### config.mk
export PLATFORM = sky130hd
export DESIGN_NAME = escaped_frame_receiver_top
export DESIGN_NICKNAME = d
export VERILOG_FILES = /design/src/rtl/efr_pkg.sv /design/src/rtl/efr_ctrl.sv /design/src/rtl/efr_dp.sv /design/src/rtl/escaped_frame_receiver_top.sv
export SDC_FILE = /design/constraint.sdc
export NUM_CORES = 1
export LEC_CHECK = 0
export ABC_AREA = 1
export BUFFER_PORTS_ARGS = -buffer_cell sky130_fd_sc_hd__buf_2
export CORE_UTILIZATION = 50
export CTS_CLUSTER_SIZE = 16
export DETAILED_ROUTE_END_ITERATION = 12
export GPL_ROUTABILITY_DRIVEN = 0
export HOLD_SLACK_MARGIN = 0.15
export PLACE_DENSITY = 0.73
export SLEW_MARGIN = 20
export SYNTH_ARGS = -nofsm -noshare
export SYNTH_HDL_FRONTEND = slang
export SYNTH_SLANG_ARGS = --single-unit
### constraint.sdc
create_clock -name i_clk -period 2.8 [get_ports i_clk]
set_clock_uncertainty 0.2 [all_clocks]
set_input_delay 0.56 -clock i_clk [delete_from_list [all_inputs] [get_ports i_clk]]
set_output_delay 0.56 -clock i_clk [all_outputs]
set_load 0.02 [all_outputs]
### src/rtl/efr_pkg.sv
`default_nettype none
// ----------------------------------------------------------------------------
// efr_pkg: shared types and constants of the escaped frame receiver
// Widths, framing bytes, status codes, item structs and the
// controller/datapath interface.
// ----------------------------------------------------------------------------
package efr_pkg;

    localparam int EFR_MAX_PAYLOAD = 32;

    localparam int BYTE_W   = 8;
    localparam int LEN_W    = 6;
    localparam int STATUS_W = 3;

    localparam logic [BYTE_W-1:0] GUARD_BYTE     = 8'h00;
    localparam logic [BYTE_W-1:0] ESC_GUARD_BYTE = 8'hFF;
    localparam logic [BYTE_W-1:0] ESCAPE_BYTE    = 8'hAA;

    localparam logic [LEN_W-1:0] LEN_RESET = 6'd1;

    localparam logic [STATUS_W-1:0] FS_OK     = 3'd0;
    localparam logic [STATUS_W-1:0] FS_LINE   = 3'd1;
    localparam logic [STATUS_W-1:0] FS_GUARD  = 3'd2;
    localparam logic [STATUS_W-1:0] FS_ESCAPE = 3'd3;
    localparam logic [STATUS_W-1:0] FS_NOEND  = 3'd4;
    localparam logic [STATUS_W-1:0] FS_CHECK  = 3'd5;

    typedef enum logic [2:0] {
        S_HUNT,
        S_SKIP,
        S_BODY,
        S_ESC,
        S_END,
        S_DRN_RD,
        S_DRN_OUT,
        S_DRN_STAT
    } t_state;

    typedef struct packed {
        logic [BYTE_W-1:0] in_byte;
        logic              line_error;
    } t_in_item;

    typedef struct packed {
        logic [BYTE_W-1:0]   out_byte;
        logic                is_status;
        logic [STATUS_W-1:0] frame_status;
        logic                last;
    } t_out_item;

    // controller -> datapath
    typedef struct packed {
        logic                in_ready;
        logic                clear_frame;
        logic                store;
        logic                store_unesc;
        logic                emit_status;
        logic [STATUS_W-1:0] status_code;
        logic                emit_byte;
        logic                rd_clear;
        logic                rd_next;
    } t_ctrl_cmd;

    // datapath -> controller
    typedef struct packed {
        logic in_valid;
        logic line_err;
        logic is_guard;
        logic is_escape;
        logic is_esc_guard;
        logic out_free;
        logic count_ge_len;
        logic xor_zero;
        logic rd_last;
    } t_ctrl_stat;

endpackage
`default_nettype wire

### src/rtl/efr_ctrl.sv
`default_nettype none
// ----------------------------------------------------------------------------
// efr_ctrl: frame receiver controller
// Phase state machine: hunt, skip guards, body, escape, end guard, and the
// drain sequence that sends a good frame's payload and its ok status.
// ----------------------------------------------------------------------------
module efr_ctrl
    import efr_pkg::*;
(
    input  wire        i_clk,
    input  wire        i_rst_n,
    input  t_ctrl_stat i_stat,
    output t_ctrl_cmd  o_cmd
);

    t_state r_state;
    t_state n_state;
    logic   produce;
    logic   take;

    always_ff @(posedge i_clk) begin
        if (!i_rst_n) begin
            r_state <= S_HUNT;
        end else begin
            r_state <= n_state;
        end
    end

    always_comb begin
        n_state = r_state;
        o_cmd   = '0;
        produce = 1'b0;
        take    = 1'b0;

        unique case (r_state)
            S_HUNT, S_SKIP, S_BODY, S_ESC, S_END: begin
                // an item that yields a result needs the output slot
                produce = i_stat.line_err
                       || (r_state == S_BODY && i_stat.is_guard)
                       || (r_state == S_ESC && !i_stat.is_escape && !i_stat.is_esc_guard)
                       || (r_state == S_END);
                o_cmd.in_ready = i_stat.out_free || !produce;
                take = i_stat.in_valid && o_cmd.in_ready;
            end
            default: begin
                o_cmd.in_ready = 1'b0;
            end
        endcase

        unique case (r_state)
            S_DRN_RD: begin
                n_state = S_DRN_OUT;
            end
            S_DRN_OUT: begin
                if (i_stat.out_free) begin
                    o_cmd.emit_byte = 1'b1;
                    o_cmd.rd_next   = 1'b1;
                    n_state = i_stat.rd_last ? S_DRN_STAT : S_DRN_RD;
                end
            end
            S_DRN_STAT: begin
                if (i_stat.out_free) begin
                    o_cmd.emit_status = 1'b1;
                    o_cmd.status_code = FS_OK;
                    n_state = S_HUNT;
                end
            end
            default: begin
                if (take) begin
                    if (i_stat.line_err) begin
                        o_cmd.emit_status = 1'b1;
                        o_cmd.status_code = FS_LINE;
                        n_state = S_HUNT;
                    end else begin
                        unique case (r_state)
                            S_SKIP, S_BODY: begin
                                if (i_stat.is_guard) begin
                                    if (r_state == S_BODY) begin
                                        o_cmd.emit_status = 1'b1;
                                        o_cmd.status_code = FS_GUARD;
                                        n_state = S_HUNT;
                                    end
                                end else if (i_stat.is_escape) begin
                                    n_state = S_ESC;
                                end else begin
                                    o_cmd.store = 1'b1;
                                    n_state = i_stat.count_ge_len ? S_END : S_BODY;
                                end
                            end
                            S_ESC: begin
                                if (i_stat.is_escape || i_stat.is_esc_guard) begin
                                    o_cmd.store       = 1'b1;
                                    o_cmd.store_unesc = 1'b1;
                                    n_state = i_stat.count_ge_len ? S_END : S_BODY;
                                end else begin
                                    o_cmd.emit_status = 1'b1;
                                    o_cmd.status_code = FS_ESCAPE;
                                    n_state = S_HUNT;
                                end
                            end
                            S_END: begin
                                if (!i_stat.is_guard) begin
                                    o_cmd.emit_status = 1'b1;
                                    o_cmd.status_code = FS_NOEND;
                                    n_state = S_HUNT;
                                end else if (!i_stat.xor_zero) begin
                                    o_cmd.emit_status = 1'b1;
                                    o_cmd.status_code = FS_CHECK;
                                    n_state = S_HUNT;
                                end else begin
                                    o_cmd.rd_clear = 1'b1;
                                    n_state = S_DRN_RD;
                                end
                            end
                            default: begin
                                // hunting: a guard opens a frame
                                if (i_stat.is_guard) begin
                                    o_cmd.clear_frame = 1'b1;
                                    n_state = S_SKIP;
                                end
                            end
                        endcase
                    end
                end
            end
        endcase
    end

`ifndef ASSERT_OFF
    a_one_emit: assert property (@(posedge i_clk) disable iff (!i_rst_n)
        !(o_cmd.emit_status && o_cmd.emit_byte))
        else $error("status and payload emitted in the same cycle");

    a_emit_free: assert property (@(posedge i_clk) disable iff (!i_rst_n)
        (o_cmd.emit_status || o_cmd.emit_byte) |-> i_stat.out_free)
        else $error("result emitted into a full output slot");

    a_drain_closed: assert property (@(posedge i_clk) disable iff (!i_rst_n)
        (r_state == S_DRN_RD || r_state == S_DRN_OUT || r_state == S_DRN_STAT)
        |-> (!o_cmd.in_ready && !o_cmd.store))
        else $error("input taken during drain");

    a_drain_enter: assert property (@(posedge i_clk) disable iff (!i_rst_n)
        o_cmd.rd_clear |=> (r_state == S_DRN_RD))
        else $error("drain not started after good frame");
`endif

endmodule
`default_nettype wire

### src/rtl/efr_dp.sv
`default_nettype none
// ----------------------------------------------------------------------------
// efr_dp: frame receiver datapath
// Length register, byte count, running XOR, payload memory with registered
// read port, drain pointer and the output register.
// ----------------------------------------------------------------------------
module efr_dp
    import efr_pkg::*;
#(
    parameter int MAX_PAYLOAD = EFR_MAX_PAYLOAD
) (
    input  wire              i_clk,
    input  wire              i_rst_n,
    input  wire              i_cfg_wr_en,
    input  wire  [LEN_W-1:0] i_cfg_wr_data,
    input  wire              i_in_valid,
    output logic             o_in_stall,
    input  t_in_item         i_in_data,
    output logic             o_out_valid,
    input  wire              i_out_stall,
    output t_out_item        o_out_data,
    input  t_ctrl_cmd        i_cmd,
    output t_ctrl_stat       o_stat
);

    localparam int AW = (MAX_PAYLOAD > 1) ? $clog2(MAX_PAYLOAD) : 1;
    localparam logic [LEN_W-1:0] MAX_LEN = LEN_W'(MAX_PAYLOAD);

    logic [LEN_W-1:0]  r_cfg_len;
    logic [LEN_W-1:0]  eff_len;
    logic [LEN_W-1:0]  r_count;
    logic [BYTE_W-1:0] r_xor;
    logic [BYTE_W-1:0] r_mem [MAX_PAYLOAD];
    logic [BYTE_W-1:0] r_rd_data;
    logic [AW-1:0]     r_rd_ptr;
    logic [AW-1:0]     last_ptr;
    logic              r_out_valid;
    t_out_item         r_out;
    logic [BYTE_W-1:0] store_val;
    logic              count_ge_len;
    logic              out_free;

    always_comb begin
        if (r_cfg_len == '0) begin
            eff_len = LEN_W'(1);
        end else if (r_cfg_len > MAX_LEN) begin
            eff_len = MAX_LEN;
        end else begin
            eff_len = r_cfg_len;
        end
    end

    assign count_ge_len = (r_count >= eff_len);
    assign last_ptr     = AW'(eff_len - LEN_W'(1));
    assign out_free     = !r_out_valid || !i_out_stall;

    // unescaped value: escape pair gives 0xAA, escaped guard gives 0x00
    always_comb begin
        if (!i_cmd.store_unesc) begin
            store_val = i_in_data.in_byte;
        end else if (i_in_data.in_byte == ESCAPE_BYTE) begin
            store_val = ESCAPE_BYTE;
        end else begin
            store_val = GUARD_BYTE;
        end
    end

    always_ff @(posedge i_clk) begin
        if (!i_rst_n) begin
            r_cfg_len <= LEN_RESET;
        end else if (i_cfg_wr_en) begin
            r_cfg_len <= i_cfg_wr_data;
        end
    end

    always_ff @(posedge i_clk) begin
        if (!i_rst_n) begin
            r_count <= '0;
            r_xor   <= '0;
        end else if (i_cmd.clear_frame) begin
            r_count <= '0;
            r_xor   <= '0;
        end else if (i_cmd.store) begin
            r_count <= r_count + LEN_W'(1);
            r_xor   <= r_xor ^ store_val;
        end
    end

    // checksum byte and anything past the length is not kept
    always_ff @(posedge i_clk) begin
        if (i_cmd.store && !count_ge_len) begin
            r_mem[r_count[AW-1:0]] <= store_val;
        end
        r_rd_data <= r_mem[r_rd_ptr];
    end

    always_ff @(posedge i_clk) begin
        if (!i_rst_n) begin
            r_rd_ptr <= '0;
        end else if (i_cmd.rd_clear) begin
            r_rd_ptr <= '0;
        end else if (i_cmd.rd_next) begin
            r_rd_ptr <= r_rd_ptr + AW'(1);
        end
    end

    always_ff @(posedge i_clk) begin
        if (!i_rst_n) begin
            r_out_valid <= 1'b0;
        end else if (i_cmd.emit_status || i_cmd.emit_byte) begin
            r_out_valid <= 1'b1;
        end else if (out_free) begin
            r_out_valid <= 1'b0;
        end
    end

    always_ff @(posedge i_clk) begin
        if (i_cmd.emit_status) begin
            r_out.out_byte     <= '0;
            r_out.is_status    <= 1'b1;
            r_out.frame_status <= i_cmd.status_code;
            r_out.last         <= 1'b1;
        end else if (i_cmd.emit_byte) begin
            r_out.out_byte     <= r_rd_data;
            r_out.is_status    <= 1'b0;
            r_out.frame_status <= FS_OK;
            r_out.last         <= 1'b0;
        end
    end

    assign o_in_stall  = !i_cmd.in_ready;
    assign o_out_valid = r_out_valid;
    assign o_out_data  = r_out;

    always_comb begin
        o_stat.in_valid     = i_in_valid;
        o_stat.line_err     = i_in_data.line_error;
        o_stat.is_guard     = (i_in_data.in_byte == GUARD_BYTE);
        o_stat.is_escape    = (i_in_data.in_byte == ESCAPE_BYTE);
        o_stat.is_esc_guard = (i_in_data.in_byte == ESC_GUARD_BYTE);
        o_stat.out_free     = out_free;
        o_stat.count_ge_len = count_ge_len;
        o_stat.xor_zero     = (r_xor == '0);
        o_stat.rd_last      = (r_rd_ptr == last_ptr);
    end

`ifndef ASSERT_OFF
    a_last_on_status: assert property (@(posedge i_clk) disable iff (!i_rst_n)
        r_out_valid |-> (r_out.last == r_out.is_status))
        else $error("last flag does not match status flag");

    a_rd_in_range: assert property (@(posedge i_clk) disable iff (!i_rst_n)
        i_cmd.rd_next |-> (r_rd_ptr <= last_ptr))
        else $error("drain pointer past frame length");

    a_good_xor: assert property (@(posedge i_clk) disable iff (!i_rst_n)
        i_cmd.rd_clear |-> (r_xor == '0 && count_ge_len))
        else $error("drain started without a complete, clean frame");
`endif

endmodule
`default_nettype wire

### src/rtl/escaped_frame_receiver_top.sv
`default_nettype none
// ----------------------------------------------------------------------------
// escaped_frame_receiver_top: byte-stuffed frame receiver with XOR check
// Hunts for a guard, unescapes and buffers a fixed-length payload, checks
// the XOR sum and returns the payload plus a status, or an error status.
//
//   channel | direction | handshake                | payload
//   --------+-----------+--------------------------+-----------------------
//   in      | input     | i_in_valid / o_in_stall  | i_in_data  (t_in_item)
//   out     | output    | o_out_valid / i_out_stall| o_out_data (t_out_item)
//   cfg     | input     | i_cfg_wr_en              | i_cfg_wr_data (length)
//
// Outside the drain, input bytes are taken as they arrive; a byte that ends a
// frame or raises an error waits while the output register holds an untaken
// result. A good frame drains its payload as a registered read of the payload
// memory and then an output of each byte, followed by the ok status; input is
// held off for the drain.
// Output stalls hold the drain.
// Reset is synchronous; it clears the phase, count, XOR and output valid and
// sets the length to one. Payload memory contents are not reset.
// ----------------------------------------------------------------------------
module escaped_frame_receiver_top
    import efr_pkg::*;
#(
    parameter int MAX_PAYLOAD = EFR_MAX_PAYLOAD
) (
    input  wire              i_clk,
    input  wire              i_rst_n,
    input  wire              i_cfg_wr_en,
    input  wire  [LEN_W-1:0] i_cfg_wr_data,
    input  wire              i_in_valid,
    output logic             o_in_stall,
    input  t_in_item         i_in_data,
    output logic             o_out_valid,
    input  wire              i_out_stall,
    output t_out_item        o_out_data
);

    t_ctrl_cmd  cmd;
    t_ctrl_stat stat;

    efr_ctrl u_ctrl (
        .i_clk   (i_clk),
        .i_rst_n (i_rst_n),
        .i_stat  (stat),
        .o_cmd   (cmd)
    );

    efr_dp #(
        .MAX_PAYLOAD (MAX_PAYLOAD)
    ) u_dp (
        .i_clk         (i_clk),
        .i_rst_n       (i_rst_n),
        .i_cfg_wr_en   (i_cfg_wr_en),
        .i_cfg_wr_data (i_cfg_wr_data),
        .i_in_valid    (i_in_valid),
        .o_in_stall    (o_in_stall),
        .i_in_data     (i_in_data),
        .o_out_valid   (o_out_valid),
        .i_out_stall   (i_out_stall),
        .o_out_data    (o_out_data),
        .i_cmd         (cmd),
        .o_stat        (stat)
    );

endmodule
`default_nettype wire
### After elaboration in Yosys (flattened, before gate mapping)

Memory sizes are Yosys's and may differ from the RTL's. A register that Yosys moved wholly into a read port is not among the register bits.
Index checks and enable logic that the tools add are counted.

* memories: 1
* flip-flop bits (word level): 41
* memory bits (writable): 256
* logic and storage cells: 119

* add/subtract/negate cells: 3
* multiplexer cells: 54
* reduce and logical (&&, ||, !) cells: 35
* magnitude comparators: 2
* bitwise logic cells: 2
* equal/unequal tests: 13

Memory list
* u_dp.r_mem: words 32, width 8, read ports 1, clocked after Yosys merged registers in 1, write ports 1, line efr_dp.sv:33 `logic [BYTE_W-1:0] r_mem [MAX_PAYLOAD];`

Operators with widths (count)
* $mux 3: 14
* $mux 4: 9
* $mux 1: 19
* $pmux 3 s3: 2
* $eq 8x8->1 const B: 2
* $logic_not 8->1: 2
* $mux 8: 2
* $eq 3x3->1 const B: 4
* $mux 6: 2
* $pmux 4 s3: 1
* $pmux 4 s2: 1
* $reduce_bool 8->1: 1
* $reduce_or 2->1: 4
* $xor 8x8->8: 1
* $logic_not 1->1: 7
* $logic_or 1x1->1: 7
* $mux 7: 1
* $ne 7x7->1 const B: 1
* $add 6x1->6 const B: 1
* $eq 3x2->1 const B: 2
* $ge 6x6->1: 1
* $gt 6x6->1 const B: 1
* $logic_not 6->1: 1
* $add 5x1->5 const B: 1
* 15 further kinds: 22

### Depth between registers and ports, before layout

Gate-level depths: netlist of run 1.

* depth after elaboration: 15
* depth in mapped cells: 14
* depth with buffers taken out: 14

### Hierarchy

Synthesis of run 1 repeated with hierarchy kept, for this count alone.

* cells, all modules: 1343
* area, all modules: 13467.9 µm²

Modules (own cells, without submodules)
* efr_dp: area an instance 12887.4 µm², cells an instance 1243, sequential area each 8638.3 µm², instances 1
* efr_ctrl: area an instance 580.6 µm², cells an instance 100, sequential area each 60.1 µm², instances 1

### Worst setup path before layout of run 1

No wires, ideal clock.

* path type: reg2reg
* start point: reg u_dp.r_cfg_len[3]
* end point: mem u_dp.r_mem[31][0], enable pin
* buffers on the path: 0
* setup time: 0.383 ns
* arrival time: 2.452 ns
* slack: -0.235 ns
* cell stages (with the launch flop): 10
* cell sequence: dfxtp_1 > or2_2 > nor3_1 > o21ai_0 > ha_1 > inv_1 > nor2_1 > o211ai_1 > o2111ai_1 > nor3_1

* longest elaborated chain between the ends: 8
* elaborated cells on any way between the ends: 9
* classes of those cells: 2 x order compare; 4 x mux; 3 x reduce/logical

Ends and longest elaborated chain
* from (decl): line efr_dp.sv:29 `logic [LEN_W-1:0] r_cfg_len;`
* from (signal assigned): line efr_dp.sv:72 `r_cfg_len <= i_cfg_wr_data;`
* $gt 6x6->1: line efr_dp.sv:46 `end else if (r_cfg_len > MAX_LEN) begin`
* $mux 6: line efr_dp.sv:46
* $mux 6 *: line efr_dp.sv:44 `if (r_cfg_len == '0) begin`
* $ge 6x6->1 *: line efr_dp.sv:53 `assign count_ge_len = (r_count >= eff_len);`
* $logic_not 1->1 *: line efr_dp.sv:91 `if (i_cmd.store && !count_ge_len) begin`
* $logic_and 1x1->1 *: line efr_dp.sv:91
* $mux 1 *: line efr_dp.sv:91
* $mux 1 (not written as such) *: line efr_dp.sv:92 `r_mem[r_count[AW-1:0]] <= store_val;`
* to (decl): line efr_dp.sv:33

Every way passes the cells marked *; elsewhere a longest branch is shown, timed or not.

### Final worst setup path of run 1

* start point: reg u_dp.r_cfg_len[4]
* end point: mem u_dp.r_mem[26][3], enable pin

Same word-level chain as after synthesis.

==> run_results.csv, run 1 <==
group,metric,value,unit
finish,mostFrequentLayoutCell,"edfxtp_1",
timing,fin_ws,-0.02848,ns
timing,post-route-min-period,2.828,ns
critical_path,cp-end-kind,"flop",
floorplanning,die_w,161.5,um
routing,via_per_inst,5.756,
floorplanning,io_pins,35,
finish,mostFrequentLayoutCells,"259 x edfxtp_1, 177 x nor2_1, 147 x o21ai_0",
synthesis,ys_seq_elements,305,
routing,vias,9175,
critical_path,ff2ff_setup_slack,-0.03,ns
clock_network,ctsRootBufferMaster,"clkbuf_16",
floorplanning,die_area,26080,sq um
routing,drc,0,
power_and_ir_drop,ir_drop,0.4941,mV
synthesis,async_reset_ff_share,0,%
clock_network,cts_tree,"built",
floorplanning,coreArea,25040,sq um
power_and_ir_drop,p_per_area,625.0,nW/um^2
job,drv_cap,0,
critical_path,crit_type,"flop to flop",
place,place_ws,-0.1999,ns
synthesis,synthCells,1133,
synthesis,synth.avg_cell_area,11.23,sq um
min_path,holdCritPathClass,"input pin to flop",
synthesis,ys_top_cells_by_area,"edfxtp_1 61%, dfxtp_1 7.2%, nor2_1 6.2%",
clock_network,htreeDepth,1,
synthesis,syn-cell-area,12720,sq um
critical_path,cp-start-kind,"flop",
finish,area_growth,21.13,%
synthesis,syn_nets,1165,
global_route,gr-total-overflow,0,
finish,fin_nets,1274,
timing,worst_slew_pin_slew,0.6460,ns
routing,wl_per_cell,19.70,um
finish,layout-drive-gt1-share,18.43,%
clock_network,cts.sinks,305,
floorplanning,dieHeight,161.5,um
routing,wl,31400,um
global_route,grt_start_max_net_pins,68,
synthesis,ys_types,43,
power_and_ir_drop,finalPower,0.009630,W
timing,fmax,353.5,MHz
global_route,grt_pass1_vias,8761,
synthesis,synth_edf_count,259,
timing,max_slew_margin,56.81,%
timing,setup_viol,126,
synthesis,synthFlopType,"edfxtp_1",
synthesis,yosys.area.top_type,"edfxtp_1",
finish,final_area,15410,sq um
outcome,status,"finished, violations left",
timing,drv_slew,0,
clock_network,clock_path_buffers,3,
timing,hold_viol_final,0,
synthesis,yosysSeqAreaShare,68.38,%
routing,drtAntennaViolNets,0,
finish,num_antenna_cells,0,
synthesis,synth_top_area_share,61.14,%
critical_path,path_max_fanout,8,
timing,rsz0062_at_grt,"true",
place,dpl-instance-area,13840,sq um
clock_network,clk_pin_slew_worst_paths,0.06,ns
critical_path,crit_required,2.86,ns
synthesis,yosysWarnings,0,
floorplanning,placementRows,58,
global_route,grt_first_pass_wirelength,47910,um
outcome,violations,"negative setup slack",
routing,dr.pass1.iters,5,
global_route,grt_use_total,24.14,%
place,port_buffers,34,
floorplanning,start_util,50.80,%
power_and_ir_drop,leakage,5.461,nW
global_route,antenna_found_initial,0,
critical_path,arrival,2.89,ns
routing,drt_iter0_drc,1118,
timing,period_share,101.0,%
clock_network,cts_made_buffers,30,
place,dp_hpwl,19820,um
clock_network,worstSkewPairLatency,0.56,ns
-- area by class of cell --
class | instances | area [sq um]
Tap cell | 330 | 412.9
Timing Repair Buffer | 133 | 1181
Clock inverter | 16 | 227.7
Inverter | 60 | 230.2
Multi-Input combinational cell | 712 | 3839
Clock buffer | 38 | 812.0
Sequential cell | 305 | 8705
Fill cell | 1884 | 9629
-- synth_stat cells, drive strengths merged (15+ instances only) --
| cell | n |
|---|---|
| clkbuf | 46 |
| o22ai | 41 |
| nand2 | 146 |
| nand3 | 34 |
| dfxtp | 46 |
| inv | 57 |
| a21oi | 33 |
| edfxtp | 259 |
| nand4 | 15 |
| nor2 | 216 |
| o21ai | 150 |
| o221ai | 23 |
-- critical path, cell delays in order, from the launching register on --
cell and delay (ns):
dfxtp_1 0.31, or2_4 0.26, nor3_4 0.15, o21ai_2 0.08, ha_1 0.31, inv_1 0.06, nor2_1 0.03, o211ai_1 0.18
o2111ai_2 0.21, nor2_8 0.19, buf_6 0.13, nand2_8 0.13, nor2_4 0.17, buf_6 0.14
-- repair_timing --
action                     in CTS  in global routing
pin swaps                      11                 17
hold buffers                   13                  0
setup endpoints to repair     256                262
resized for setup              41                 31
setup buffers                   9                  2
hold endpoints to repair        8                  0
-- report_power, final --
| part | internal [W] | total, W | switching (W) |
|---|---|---|---|
| Clock | 0.00259 | 0.00421 | 0.00163 |
| Combinational | 0.000163 | 0.000449 | 0.000285 |
| Sequential | 0.00495 | 0.00497 | 0.0000201 |
| Total | 0.00770 | 0.00963 | 0.00193 |
-- flip-flops by register name, indices dropped and copies added, names as in the netlist --
signal,flops
u_dp.r_rd_ptr,5
u_dp.r_rd_data,8
u_dp.o_out_data,12
u_dp.r_mem,256
u_ctrl.r_state,3
u_dp.r_count,6
u_dp.r_xor,8
u_dp.r_cfg_len,6
u_dp.o_out_valid,1
-- worst paths after layout --
check	from	end	cells after the start
worst max register to register	u_dp.r_cfg_len[4]	u_dp.r_mem[26][3]	13
worst min register to register	u_dp.r_rd_data[2]	u_dp.o_out_data[7]	2
worst max-delay path	u_dp.r_cfg_len[4]	u_dp.r_mem[26][3]	13
worst min-delay path	i_cfg_wr_en	u_dp.r_cfg_len[2]	3
-- stage by stage --
step           setup TNS (ns)  utilization [%]  hold WS [ns]  std cells
6_report               -1.167            61.54        0.2196       1594
3_3_place_gp           -30.31            55.28        0.2399       1516
4_1_cts                -13.01            60.94        0.1830       1592
2_1_floorplan          -9.508                -        0.2299       1133
3_5_place_dp           -43.33            55.28        0.2418       1516
5_1_grt                -37.88            61.54        0.2381       1594
-- kinds of logic after synthesis --
kind of cell,count (synthesis),synth area share (%)
flops,305,68.38
compound gates,261,11.67
simple gates,431,14.64
buf+inv,116,3.581
fa+ha+maj,12,1.180
xor+xnor,8,0.5509
-- layer usage --
| layer | vias to the layer above | GRT usage [%] | routed length, um |
|---|---|---|---|
| met5 | - | 0 | 0 |
| met4 | 0 | 9.348 | 1107 |
| met2 | 451 | 38.09 | 14630 |
| met1 | 4377 | 33.73 | 13040 |
| li1 | 4268 | - | - |
| met3 | 79 | 3.775 | 2622 |
Power figures use the tool's default switching activity.
==> run 2, diff against run 1 <==
Settings changed: ABC_AREA 1 to 0.
==> run_results.csv, run 2 <==
group,metric,value,unit
outcome,status,"finished, violations left",
outcome,violations,"negative setup slack",
synthesis,synth.avg_cell_area,17.41,sq um
power_and_ir_drop,ir_drop,0.5469,mV
floorplanning,placementRows,57,
finish,area_growth,20.45,%
min_path,holdCritPathClass,"input pin to flop",
power_and_ir_drop,leakage,4.953,nW
global_route,antenna_found_initial,1,
min_path,min_from,"i_cfg_wr_en",
critical_path,cp-end-kind,"output port",
global_route,grt_pass1_vias,7336,
synthesis,yosysWarnings,0,
min_path,whs_endpoint,"u_dp.r_cfg_len[5]",
synthesis,synthFlopType,"edfxtp_1",
critical_path,cpMostUsedCell,"buf_6",
finish,final_area,15180,sq um
finish,fin_util,61.88,%
timing,max_slew_margin,60.93,%
clock_network,clk_pin_slew_worst_paths,0.06,ns
clock_network,htreeDepth,1,
min_path,min_delay_path_depth,3,
floorplanning,coreArea,24530,sq um
synthesis,synth.most_common_cell,"edfxtp_1",
timing,fin_ws,-0.02983,ns
critical_path,cp-start-kind,"input pin",
critical_path,ff2ff_setup_slack,0.16,ns
routing,wl,26670,um
critical_path,arrival,2.07,ns
synthesis,synth_edf_count,259,
clock_network,cts_made_buffers,30,
routing,drtAntennaViolNets,0,
synthesis,synthCells,724,
global_route,grt_use_total,21.33,%
routing,vias,7046,
place,port_buffers,34,
critical_path,path_max_fanout,3,
critical_path,crit_type,"input pin to output port",
place,dpl-instance-area,13920,sq um
clock_network,cts_tree,"built",
timing,period_share,101.1,%
synthesis,syn_nets,756,
synthesis,ys_seq_elements,305,
power_and_ir_drop,p_per_area,622.4,nW/um^2
clock_network,worstSkewPairLatency,0.55,ns
critical_path,crit_required,2.04,ns
critical_path,r2r_cells,11,
finish,num_antenna_cells,0,
critical_path,crit_family,"simple AND/OR/NAND/NOR gates",
floorplanning,start_util,51.37,%
global_route,grt_start_max_net_pins,53,
timing,fmax,353.4,MHz
finish,mostFrequentLayoutCell,"edfxtp_1",
clock_network,cts.sinks,305,
finish,fillers,1723,
critical_path,crit_slowest_cell,"or3b_4",
power_and_ir_drop,finalPower,0.009449,W
critical_path,path_cells,"buf_8, buf_6, nor4_4, a21oi_2, a21o_1, or3b_4, a21oi_4, buf_6",
synthesis,yosys.area.top_type,"edfxtp_1",
critical_path,critPathBufInv,3,
critical_path,worstReg2RegEnd,"u_dp.r_mem[4][3]",
clock_network,ctsRootBufferMaster,"clkbuf_16",
synthesis,ys_types,58,
timing,worst_slew_pin_slew,0.5858,ns
global_route,gr-total-overflow,0,
timing,hold_viol_final,0,
finish,layout-drive-gt1-share,35.21,%
timing,drv_slew,0,
place,dp_hpwl,17350,um
routing,dr.pass1.iters,5,
floorplanning,die_area,25850,sq um
place,place_ws,-0.2837,ns
timing,rsz0062_at_grt,"true",
finish,fin_nets,899,
floorplanning,die_w,160.8,um
synthesis,yosysSeqAreaShare,69.02,%
timing,post-route-min-period,2.830,ns
floorplanning,io_pins,35,
synthesis,synth_top_area_share,61.71,%
clock_network,clock_path_buffers,3,
synthesis,async_reset_ff_share,0,%
synthesis,ys_top_cells_by_area,"edfxtp_1 62%, mux4_2 14%, dfxtp_1 7.3%",
finish,largest_reg_flops,256,
routing,drc,0,
critical_path,r2r_start,"u_dp.r_cfg_len[1]",
timing,setup_viol,1,
routing,wl_per_cell,21.99,um
critical_path,critical-path-max-stage-delay,0.41,ns
routing,via_per_inst,5.809,
job,drv_cap,0,
synthesis,synthTopCellsByCount,"259 x edfxtp_1, 80 x mux4_2, 65 x nor2_1, 46 x dfxtp_1, 39 x nand2_1",
global_route,grt_first_pass_wirelength,41610,um
routing,drt_iter0_drc,671,
synthesis,syn-cell-area,12600,sq um
finish,mostFrequentLayoutCells,"259 x edfxtp_1, 83 x buf_4, 80 x mux4_2",
floorplanning,dieHeight,160.8,um
## run 2: cell types whose count changed after synthesis, sizes merged, moves of 40 or more
cell,change
o21ai,-141
nand2,-107
nor2,-151
inv,-49
o22ai,-40
mux4,+80
## run 2: worst max path at each step
stage / from / depth (start not counted) / to
2_1_floorplan: i_in_data[7] / 6 / u_dp.r_mem[29][0]
3_3_place_gp: i_in_data[7] / 7 / u_dp.r_mem[31][1]
3_5_place_dp: i_in_data[7] / 9 / u_dp.r_mem[27][1]
4_1_cts: i_in_data[3] / 8 / o_in_stall
5_1_grt: i_in_data[7] / 8 / o_in_stall
6_report: i_in_data[7] / 8 / o_in_stall
## run 2: routing by layer
| metal | share of wire (%) | GRT usage, % | vias up |
|---|---|---|---|
| met2 | 51 | 36.17 | 274 |
| li1 | - | - | 3143 |
| met5 | 0 | 0 | - |
| met1 | 41 | 29.43 | 3589 |
| met4 | 1.8 | 4.717 | 0 |
| met3 | 6.4 | 3.202 | 40 |
## run 2: what timing repair did
action                     4_1_cts  5_1_grt
hold buffers                     8        0
gates resized for setup          6       35
buffers inserted                 4        2
pin swaps                        5        9
hold endpoints to repair         7        0
setup endpoints to repair       18      249
## run 2: layout make-up
class,count,area [sq um],share of cell area (%)
repair buffers,149,1262,8.316
inverters,8,30.03,0.1978
flip-flops and latches,305,8705,57.34
multi-input cells,373,3784,24.92
clock inverters,17,196.4,1.294
clock buffers,37,798.3,5.258
well taps,324,405.4,2.670
## run 2: worst register-to-register path: cells and delay by family (launching register included)
kind	cells	cell delay (ns)
AO/OA/AOI/OAI	3	0.39
flip-flops	1	0.31
buffers and inverters	3	0.43
adder cells (fa/ha/maj)	1	0.22
AND/OR/NAND/NOR	4	0.78
## run 2: logic make-up after synthesis
| group | count (synthesis) | synth area share (%) |
|---|---|---|
| DFF | 305 | 69.02 |
| buffers and inverters | 46 | 1.588 |
| and+or+nand+nor | 179 | 7.356 |
| adders and majority gates | 12 | 1.191 |
| AOI/OAI and AO/OA | 58 | 3.217 |
| muxes | 98 | 15.82 |
| xor gates and xnor gates | 26 | 1.807 |
## run 2: through the flow
| stage | hold slack (ns) | setup TNS, ns | instances |
|---|---|---|---|
| 6_report | 0.2320 | -0.02983 | 1213 |
| 5_1_grt | 0.2355 | -0.09628 | 1213 |
| 4_1_cts | 0.2148 | -0.03194 | 1211 |
| 3_5_place_dp | 0.2318 | -95.03 | 1145 |
| 3_3_place_gp | 0.2335 | -74.06 | 1145 |
| 2_1_floorplan | 0.2164 | -56.75 | 724 |
## run 2: report_power, final
part	internal, W	leakage [nW]	total, W	switching [W]
clock	0.00239	0.487	0.00404	0.00165
combinational	0.000193	1.76	0.000439	0.000245
sequential	0.00494	2.71	0.00497	0.0000244
total	0.00753	4.95	0.00945	0.00192
